`config.mk`:
```
export PLATFORM = sky130hd
export DESIGN_NAME = bus_id_acceptance_filter_table
export DESIGN_NICKNAME = d
export VERILOG_FILES = /design/src/sv/bidaf_pkg.sv /design/src/sv/bus_id_acceptance_filter_table.sv /design/src/sv/bidaf_cell.sv
export SDC_FILE = /design/constraint.sdc
export NUM_CORES = 1
export LEC_CHECK = 0
export ABC_AREA = 1
export BUFFER_PORTS_ARGS = -buffer_cell sky130_fd_sc_hd__buf_4
export CORE_MARGIN = 2
export CORE_UTILIZATION = 40
export DETAILED_ROUTE_END_ITERATION = 8
export GPL_TIMING_DRIVEN = 0
export PLACE_DENSITY = 0.56
export SETUP_SLACK_MARGIN = 0.05
export SLEW_MARGIN = 0
export SYNTH_ARGS = -nofsm -noshare
export SYNTH_HDL_FRONTEND = slang
export SYNTH_HIERARCHICAL = 1
export SYNTH_SLANG_ARGS = --single-unit
```
`constraint.sdc`:
```
create_clock -name aclk -period 1.9 [get_ports aclk]
set_input_delay 0.285 -clock aclk [delete_from_list [all_inputs] [get_ports aclk]]
set_output_delay 0.285 -clock aclk [all_outputs]
set_load 0.03 [all_outputs]
```
`src/sv/bidaf_pkg.sv`:
```
// Package for the bus id acceptance filter table.
// Holds command and status codes, payload structs and the token passed along the cell chain.
// No dependencies.
package bidaf_pkg;

    localparam int MASK_W  = 16;
    localparam int COUNT_W = 5;

    localparam logic [7:0] ID_WILDCARD   = 8'hFF;
    localparam logic [7:0] MIN_FRAME_LEN = 8'd5;
    localparam logic [COUNT_W-1:0] COUNT_MAX = '1;

    localparam logic [1:0] CMD_REG   = 2'd0;
    localparam logic [1:0] CMD_UNREG = 2'd1;
    localparam logic [1:0] CMD_FRAME = 2'd2;

    localparam logic [1:0] ST_OK        = 2'd0;
    localparam logic [1:0] ST_FULL      = 2'd1;
    localparam logic [1:0] ST_NOT_FOUND = 2'd2;
    localparam logic [1:0] ST_DROPPED   = 2'd3;

    typedef struct packed {
        logic [1:0] cmd;
        logic [7:0] src_id;
        logic [7:0] dst_id;
        logic [3:0] owner;
        logic [1:0] device;
        logic [4:0] origin_owner;
        logic [7:0] frame_length;
    } in_t;

    typedef struct packed {
        logic [1:0]         status;
        logic [COUNT_W-1:0] match_count;
        logic [MASK_W-1:0]  deliver_mask;
    } out_t;

    // Request travelling down the chain, one cell per cycle
    typedef struct packed {
        logic               vld;
        logic [1:0]         cmd;
        logic [7:0]         src_id;
        logic [7:0]         dst_id;
        logic [3:0]         owner;
        logic [1:0]         device;
        logic [4:0]         origin_owner;
        logic               drop;
        logic               done;
        logic [COUNT_W-1:0] count;
        logic [MASK_W-1:0]  mask;
    } tok_t;

endpackage

```
`src/sv/bus_id_acceptance_filter_table.sv`:
```
// Top level of the bus id acceptance filter table: request intake, cell chain, result buffer.
// Depends on bidaf_pkg and bidaf_cell.
//
//   channel   direction  ports                      payload
//   request   in         s_valid s_ready s_data     bidaf_pkg::in_t
//   result    out        m_valid m_ready m_data     bidaf_pkg::out_t
//
// A request walks the chain one slot per cycle, from the intake to the result buffer.
// One request is in the chain at a time; the next is taken once its result is registered,
// so no new request is accepted while one is still walking the chain.
// A result waiting on m_ready sits in the output register; one more can finish behind it
// in a spare slot, after which s_ready drops until the output drains.
// aresetn (synchronous) empties the table and the chain; no clearing pass is needed.
module bus_id_acceptance_filter_table #(
    parameter int ENTRIES      = 16,
    parameter int MAX_DATA_LEN = 253
) (
    input  logic             aclk,
    input  logic             aresetn,
    input  logic             s_valid,
    output logic             s_ready,
    input  bidaf_pkg::in_t   s_data,
    output logic             m_valid,
    input  logic             m_ready,
    output bidaf_pkg::out_t  m_data
);

    localparam int MAX_FRAME_LEN = MAX_DATA_LEN + 2;

    bidaf_pkg::tok_t tok [ENTRIES+1];
    logic [ENTRIES:0] chain_vld;

    logic            busy_reg, busy_next;
    logic            m_valid_reg, m_valid_next;
    logic            pend_reg, pend_next;
    bidaf_pkg::out_t m_data_reg, m_data_next;
    bidaf_pkg::out_t pend_data_reg, pend_data_next;
    bidaf_pkg::out_t res;

    logic accept, exit_req, drop;

    assign s_ready = !busy_reg && !pend_reg;
    assign accept  = s_valid && s_ready;

    always_comb begin
        drop = s_data.frame_length < bidaf_pkg::MIN_FRAME_LEN
            || 32'(s_data.frame_length) > MAX_FRAME_LEN;
        tok[0].vld          = accept;
        tok[0].cmd          = s_data.cmd;
        tok[0].src_id       = s_data.src_id;
        tok[0].dst_id       = s_data.dst_id;
        tok[0].owner        = s_data.owner;
        tok[0].device       = s_data.device;
        tok[0].origin_owner = s_data.origin_owner;
        tok[0].drop         = drop;
        tok[0].done         = 1'b0;
        tok[0].count        = '0;
        tok[0].mask         = '0;
    end

    for (genvar k = 0; k < ENTRIES; k++) begin : g_cell
        bidaf_cell #(.IDX(k)) u_cell (
            .aclk    (aclk),
            .aresetn (aresetn),
            .tok_i   (tok[k]),
            .tok_o   (tok[k+1])
        );
    end

    for (genvar k = 0; k <= ENTRIES; k++) begin : g_vld
        assign chain_vld[k] = tok[k].vld;
    end

    assign exit_req = tok[ENTRIES].vld;

    always_comb begin
        res.match_count  = tok[ENTRIES].count;
        res.deliver_mask = tok[ENTRIES].mask;
        unique case (tok[ENTRIES].cmd)
            bidaf_pkg::CMD_REG:
                res.status = tok[ENTRIES].done ? bidaf_pkg::ST_OK : bidaf_pkg::ST_FULL;
            bidaf_pkg::CMD_UNREG:
                res.status = tok[ENTRIES].done ? bidaf_pkg::ST_OK : bidaf_pkg::ST_NOT_FOUND;
            bidaf_pkg::CMD_FRAME:
                res.status = tok[ENTRIES].drop ? bidaf_pkg::ST_DROPPED : bidaf_pkg::ST_OK;
            default:
                res.status = bidaf_pkg::ST_OK;
        endcase
    end

    always_comb begin
        busy_next      = busy_reg;
        m_valid_next   = m_valid_reg;
        m_data_next    = m_data_reg;
        pend_next      = pend_reg;
        pend_data_next = pend_data_reg;

        if (accept) begin
            busy_next = 1'b1;
        end
        if (m_valid_reg && m_ready) begin
            if (pend_reg) begin
                m_data_next = pend_data_reg;
                pend_next   = 1'b0;
            end else begin
                m_valid_next = 1'b0;
            end
        end
        if (exit_req) begin
            busy_next = 1'b0;
            if (!m_valid_reg || m_ready) begin
                m_valid_next = 1'b1;
                m_data_next  = res;
            end else begin
                pend_next      = 1'b1;
                pend_data_next = res;
            end
        end
    end

    always_ff @(posedge aclk) begin
        if (!aresetn) begin
            busy_reg    <= 1'b0;
            m_valid_reg <= 1'b0;
            pend_reg    <= 1'b0;
        end else begin
            busy_reg    <= busy_next;
            m_valid_reg <= m_valid_next;
            pend_reg    <= pend_next;
        end
    end

    always_ff @(posedge aclk) begin
        m_data_reg    <= m_data_next;
        pend_data_reg <= pend_data_next;
    end

    assign m_valid = m_valid_reg;
    assign m_data  = m_data_reg;

    a_one_in_chain: assert property (@(posedge aclk) disable iff (!aresetn)
        $onehot0(chain_vld))
        else $error("more than one request in the chain");

    a_exit_busy: assert property (@(posedge aclk) disable iff (!aresetn)
        exit_req |-> busy_reg)
        else $error("request left the chain while not busy");

    a_spare_needs_out: assert property (@(posedge aclk) disable iff (!aresetn)
        pend_reg |-> m_valid_reg && !busy_reg)
        else $error("spare result held with output empty or chain busy");

    a_cmd_no_match: assert property (@(posedge aclk) disable iff (!aresetn)
        exit_req && (tok[ENTRIES].cmd != bidaf_pkg::CMD_FRAME || tok[ENTRIES].drop)
        |-> tok[ENTRIES].count == '0 && tok[ENTRIES].mask == '0)
        else $error("non-frame or dropped request picked up matches");

endmodule

```
`src/sv/bidaf_cell.sv`:
```
// One filter table slot and its stage of the request chain.
// Depends on bidaf_pkg.
module bidaf_cell #(
    parameter int IDX = 0
) (
    input  logic             aclk,
    input  logic             aresetn,
    input  bidaf_pkg::tok_t  tok_i,
    output bidaf_pkg::tok_t  tok_o
);

    // beyond the reported mask width this shifts out to zero
    localparam logic [bidaf_pkg::MASK_W-1:0] OWN_BIT =
        bidaf_pkg::MASK_W'(1) << IDX;

    logic            valid_reg, valid_next;
    logic [7:0]      src_reg, dst_reg;
    logic [3:0]      owner_reg;
    logic [1:0]      scope_reg;
    bidaf_pkg::tok_t tok_reg, tok_next;

    logic do_reg, do_unreg, hit;

    always_comb begin
        do_reg = tok_i.vld && tok_i.cmd == bidaf_pkg::CMD_REG && !tok_i.done && !valid_reg;
        do_unreg = tok_i.vld && tok_i.cmd == bidaf_pkg::CMD_UNREG && !tok_i.done && valid_reg
            && src_reg == tok_i.src_id && dst_reg == tok_i.dst_id
            && owner_reg == tok_i.owner && scope_reg == tok_i.device;
        hit = tok_i.vld && tok_i.cmd == bidaf_pkg::CMD_FRAME && !tok_i.drop && valid_reg
            && (scope_reg == 2'd0 || scope_reg == tok_i.device)
            && (dst_reg == bidaf_pkg::ID_WILDCARD || dst_reg == tok_i.dst_id)
            && (src_reg == bidaf_pkg::ID_WILDCARD || src_reg == tok_i.src_id);

        valid_next = valid_reg;
        if (do_reg) begin
            valid_next = 1'b1;
        end else if (do_unreg) begin
            valid_next = 1'b0;
        end

        tok_next = tok_i;
        if (do_reg || do_unreg) begin
            tok_next.done = 1'b1;
        end
        if (hit) begin
            if (tok_i.count != bidaf_pkg::COUNT_MAX) begin
                tok_next.count = tok_i.count + 1'b1;
            end
            // own frames are counted, not delivered
            if ({1'b0, owner_reg} != tok_i.origin_owner) begin
                tok_next.mask = tok_i.mask | OWN_BIT;
            end
        end
    end

    // only the valid flag of the token is reset; the payload follows it
    always_ff @(posedge aclk) begin
        if (!aresetn) begin
            valid_reg   <= 1'b0;
            tok_reg.vld <= 1'b0;
        end else begin
            valid_reg   <= valid_next;
            tok_reg     <= tok_next;
        end
    end

    always_ff @(posedge aclk) begin
        if (do_reg) begin
            src_reg   <= tok_i.src_id;
            dst_reg   <= tok_i.dst_id;
            owner_reg <= tok_i.owner;
            scope_reg <= tok_i.device;
        end
    end

    assign tok_o = tok_reg;

endmodule

```
# After elaboration in Yosys (flattened, before gate mapping)
# Cells that the tools add are included.
# Widths: inputs -> output; s select.
dict set report totals {
  input_bits 41
  regBits 1223
  word_cells 957
  output_inout_bits 25
}
dict set report classes {
  mux 95
  n_addsub 15
  n_bitwise 2
  reduce_logical 423
  n_eq_ne 161
  order_cmp 1
}
# op n
set op_table {}
lappend op_table {{$mux 21} 15}
lappend op_table {{$logic_and 1x1->1} 257}
lappend op_table {{$eq 8x8->1} 32}
lappend op_table {{$eq 8x8->1 const B} 32}
lappend op_table {{$mux 23} 4}
lappend op_table {{$mux 5} 16}
lappend op_table {{$ne 4x5->1} 16}
lappend op_table {{$add 5x1->5 const B} 15}
lappend op_table {{$ne 5x5->1 const B} 15}
lappend op_table {{$logic_not 2->1} 33}
lappend op_table {{$logic_or 1x1->1} 65}
lappend op_table {{$eq 4x4->1} 16}
lappend op_table {{$logic_not 1->1} 50}
lappend op_table {{$mux 1} 42}
lappend op_table {{$eq 2x1->1 const B} 17}
lappend op_table {{$eq 2x2->1 const B} 17}
lappend op_table {{$eq 2x2->1} 16}
lappend op_table {{$reduce_bool 2->1} 16}
lappend op_table {{$mux 17} 1}
lappend op_table {{$mux 16} 1}
lappend op_table {{$mux 15} 1}
lappend op_table {{$mux 14} 1}
lappend op_table {{$mux 13} 1}
lappend op_table {{$mux 12} 1}
lappend op_table {{other kinds (14)} 17}

# Depth between registers and ports, before layout
dict set report logic_depth {
  ltp_word 11
  ltp_mapped 12
}

# By module
# Netlist, hierarchy kept.
# module cells_each instances seq_area_each_um2 area_per_inst_um2
set by_module_without_submodules {}
lappend by_module_without_submodules {bidaf_cell 271 16 2262.2 3134.3}
lappend by_module_without_submodules {bus_id_acceptance_filter_table 259 1 1211.2 2293.4}

# Worst setup path after synthesis
# No wires, ideal clock.
dict set report synth_timing {
  path_type {register to register}
  start {register pend_reg}
  end {register g_cell[0].u_cell.dst_reg[0], enable pin}
  setup_time_ns 0.382
  arrival_ns 1.636
  synth_period_minus_slack_ns 2.018
  setup_slack_ns -0.118
  path_stages_with_launch 7
  n_path_buf 2
  required_time_ns 1.518
  path_cell_list {dfxtp_1 > buf_4 > buf_2 > nor3b_1 > inv_1 > nor2_1 > and2_1}
}
dict set report synth_via {
  elab_chain_cells 5
}
# element line
set synth_rtl {}
lappend synth_rtl {{start: declaration} bus_id_acceptance_filter_table.sv:35} ;# logic pend_reg, pend_next;
lappend synth_rtl {{start signal: assignment} bus_id_acceptance_filter_table.sv:129} ;# pend_reg <= pend_next;
lappend synth_rtl {{$logic_not 1->1} bus_id_acceptance_filter_table.sv:42} ;# assign s_ready = !busy_reg && !pend_reg;
lappend synth_rtl {{$logic_and 1x1->1} bus_id_acceptance_filter_table.sv:42}
lappend synth_rtl {{$logic_and 1x1->1} bus_id_acceptance_filter_table.sv:43} ;# assign accept = s_valid && s_ready;
lappend synth_rtl {{via accept} bus_id_acceptance_filter_table.sv:40} ;# logic accept, exit_req, drop;
lappend synth_rtl {{$logic_and 1x1->1 (2 in a row)} bidaf_cell.sv:25} ;# do_reg = tok_i.vld && tok_i.cmd == bidaf_pkg::CMD_REG && !tok_i.done && !valid_reg;
lappend synth_rtl {{via g_cell[0].u_cell.do_reg} bidaf_cell.sv:22} ;# logic do_reg, do_unreg, hit;
lappend synth_rtl {{end signal: assignment} bidaf_cell.sv:70} ;# dst_reg <= tok_i.dst_id;
lappend synth_rtl {{end: declaration} bidaf_cell.sv:17} ;# logic [7:0] src_reg, dst_reg;
# The timed path passes the listed nets, and every way through them passes these cells.
# A chain may end at the register's enable or synchronous reset.

==> flow_summary.ini <==
[timing]
timing.max_slew.rel_slack = 0.559
tightestPinTransition_ps = 662
setup_viol = 0
report.final.hold_viol_count = 0
final_clock_period_utilization_by_the_worst_path = 0.900
clock-skew-final_ps = 21.1
rsz0062_at_grt = no
report.final.slew_viol_count = 0
final.setup.worst_slack_ps = 190
post-route-min-period_ps = 1710
fmax_mhz = 585

[floorplan]
die_x_um = 363
rows = 131
core_mm2 = 0.128
overall_die_area_mm2 = 0.132
start_util = 0.404
top_level_ports = 66
floorplan.die.height_um = 363

[worst_setup_path]
timing.critical_path.to = g_cell[13].u_cell/tok_o[16]$_DFFE_PP_
critPathMaxStageDelay_ps = 440
reg2reg_depth = 8
cp_max_fo = 7
crit_top_cell = nand2_1
cp_num_buf_inv = 0
crit_type = flop to flop
worstPathRequired_ps = 2370
crit-reg2reg-launch = g_cell[12].u_cell/tok_o[40]$_DFFE_PP_
instance_count_on_the_critical_path = 8
slowest_stage = edfxtp_1
critPathCaptureType = flop
setup.worst_path.start_class = flop
cp_cell_sequence = nand2_1 -> nand2_1 -> nor2_4 -> nand2_2 -> o21ai_4 -> nand3_4 -> nand2_1 -> nand2_1
capture_point_of_the_worst_reg_to_reg_path = g_cell[13].u_cell/tok_o[16]$_DFFE_PP_
startpoint = g_cell[12].u_cell/tok_o[40]$_DFFE_PP_
path_delay_family = simple AND/OR/NAND/NOR gates
flop_to_flop_setup_slack_ps = 190
worst_ep_arrival_time_ps = 2180

[synth]
netlist_area_mm2 = 0.0516
ys.warnings.count = 6
synthesis.instances = 4568
avgSynthCellArea_um2 = 11.3

[place]
numPlacedInstances = 6340
gpl.final_weighted_congestion = 0.807
dp_hpwl_um = 54800
placement.setup.worst_slack_ps = -1290
port-buffer-count = 64

[hold_path]
whs_path_depth = 2
hold_path.class = input pin to flop

[drt]
drt_wl_total_um = 81100
drc_errors = 0
drt-initial-drc-count = 1453
via_count = 29412
ant_nets = 0
post_drt_via_cell_ratio = 4.44
avgRoutedWirePerCell_um = 12.2
detailedRoute.firstPassIterationCount = 5

[global_routing]
grt_overflow_total = 0
number_of_global_route_vias_before_repair = 28937
track_usage = 0.125
largest_net_degree_at_the_start_of_global_routing = 132
antenna_violations_before_repair = 0
wire_length_of_the_first_global_routing_pass_um = 134000

[clocking]
cts_buffer_depth = 3
numCtsBuffers = 132
cts_max_level = 4
clk_pin_slew_ps = 60
worstSkewPairLatency_ps = 730
cts_root_buf = clkbuf_16
tritoncts = built
tritoncts_num_sinks = 1238

[power]
internal_power_uw = 45800
power.share.combinational = 0.031
leakage_uw = 0.0248
seq_power_share = 0.553
netSwitchingFraction = 0.205
total_power_uw = 57600
power_frac_clock = 0.416
power_density_mw_per_mm2 = 972
vdd.ir_drop.worst_v = 0.000715
net-switching-power_uw = 11800

[cells_and_area]
final-seq-area_mm2 = 0.0366
p_r_area_growth_vs_syn_pct = 14.6
multiInputGateArea_mm2 = 0.0120
finalNetCount = 4914
max_ffs_per_register = 821
layout-drive-gt1-share = 0.0919
final-instance-count-excl-fill = 6624
antenna_cells = 0
finalCoreUtilization = 0.463
final.fill_count = 11334

[job]
max-cap-violations = 0

[outcome]
run_status = finished, final reports clean
-- layout by cell type (no fill, tap or decap), types with 15 or more instances in the layout --
| master | count |
|---|---|
| nor2_2 | 34 |
| clkbuf_16 | 136 |
| ha_1 | 16 |
| clkinv_1 | 22 |
| conb_1 | 39 |
| nand2_1 | 1401 |
| nor3_2 | 16 |
| buf_4 | 68 |
| xnor2_1 | 48 |
| nand4_1 | 183 |
| dfxtp_1 | 58 |
| a21oi_1 | 34 |
| nand2_2 | 52 |
| nand3b_1 | 16 |
| nand3_4 | 17 |
| nor2_1 | 386 |
| inv_1 | 803 |
| clkbuf_1 | 47 |
| nor2_4 | 17 |
| clkinv_2 | 15 |
| inv_2 | 17 |
| and2_2 | 15 |
| dlygate4sd3_1 | 37 |
| o21ai_4 | 16 |
| nand3_1 | 104 |
| xor2_1 | 64 |
| edfxtp_1 | 1180 |
| nor3_1 | 50 |
| nor4_1 | 16 |
-- per-stage QoR --
stage | hold WS (ps) | instance area, um^2 | setup TNS [ps]
6_report | 73.3 | 59200 | 0
5_1_grt | 38.7 | 59200 | 0
4_1_cts | -72.4 | 59100 | 0
3_5_place_dp | 405 | 54600 | -398350
3_3_place_gp | 400 | 54300 | -5544420
2_1_floorplan | 378 | 51800 | 0
-- power by group through the flow --
| stage | sequential, uW | combinational, uW | clock, uW |
|---|---|---|---|
| final | 31800 | 1770 | 24000 |
| after global routing | 32000 | 2050 | 25900 |
| after CTS | 31800 | 1790 | 24900 |
| after detailed placement | 32400 | 1690 | 0 |
| after global placement | 32600 | 1600 | 0 |
| after floorplan | 32200 | 1010 | 0 |
-- routing by layer --
layer | wire [um] | vias to the layer above | global-route usage | part of all wire
met5 | 0 | - | 0 | 0
met4 | 3930 | 0 | 0.0722 | 0.048
met3 | 2750 | 198 | 0.0250 | 0.034
met2 | 42600 | 408 | 0.235 | 0.53
met1 | 31800 | 13340 | 0.129 | 0.39
li1 | - | 15466 | - | -
-- final cells by class --
cell class,count,area share
clock inverter,54,0.00744
multi-input combinational,2530,0.202
sequential,1238,0.618
clock buffer,185,0.0609
tap,1662,0.0351
buffer,14,0.00252
timing repair buffer,118,0.0209
inverter,823,0.0524
-- worst min-delay path by stage --
stage	start	to	slack [ps]
global placement	g_cell[0].u_cell/tok_o[4]$_DFFE_PP_	g_cell[1].u_cell/tok_o[4]$_DFFE_PP_	400
detailed placement	g_cell[9].u_cell/tok_o[11]$_DFFE_PP_	g_cell[10].u_cell/tok_o[11]$_DFFE_PP_	400
finish	aresetn	g_cell[14].u_cell/tok_o[38]$_DFFE_PP_	70
global route	aresetn	g_cell[13].u_cell/tok_o[38]$_DFFE_PP_	40
floorplan	aresetn	g_cell[0].u_cell/tok_o[52]$_SDFF_PN0_	380
CTS	aresetn	g_cell[14].u_cell/tok_o[38]$_DFFE_PP_	-70
-- worst reg2reg max path, stage by stage, from the launching register on --
cell and delay, ps:
edfxtp_1 440, nand2_1 110, nand2_1 90, nor2_4 110
nand2_2 80, o21ai_4 370, nand3_4 140, nand2_1 80
nand2_1 50
-- what timing repair did --
| action | 4_1_cts | 5_1_grt |
|---|---|---|
| buffers inserted | 2 | 2 |
| gates resized for setup | 17 | 10 |
| cloned | 3 | 0 |
| endpoints found under the hold margin | 133 | 38 |
| setup endpoints to repair | 596 | 100 |
| pin swaps | 2 | 0 |
| hold buffers | 38 | 2 |
Note: power is estimated with default switching activity, not from simulation.
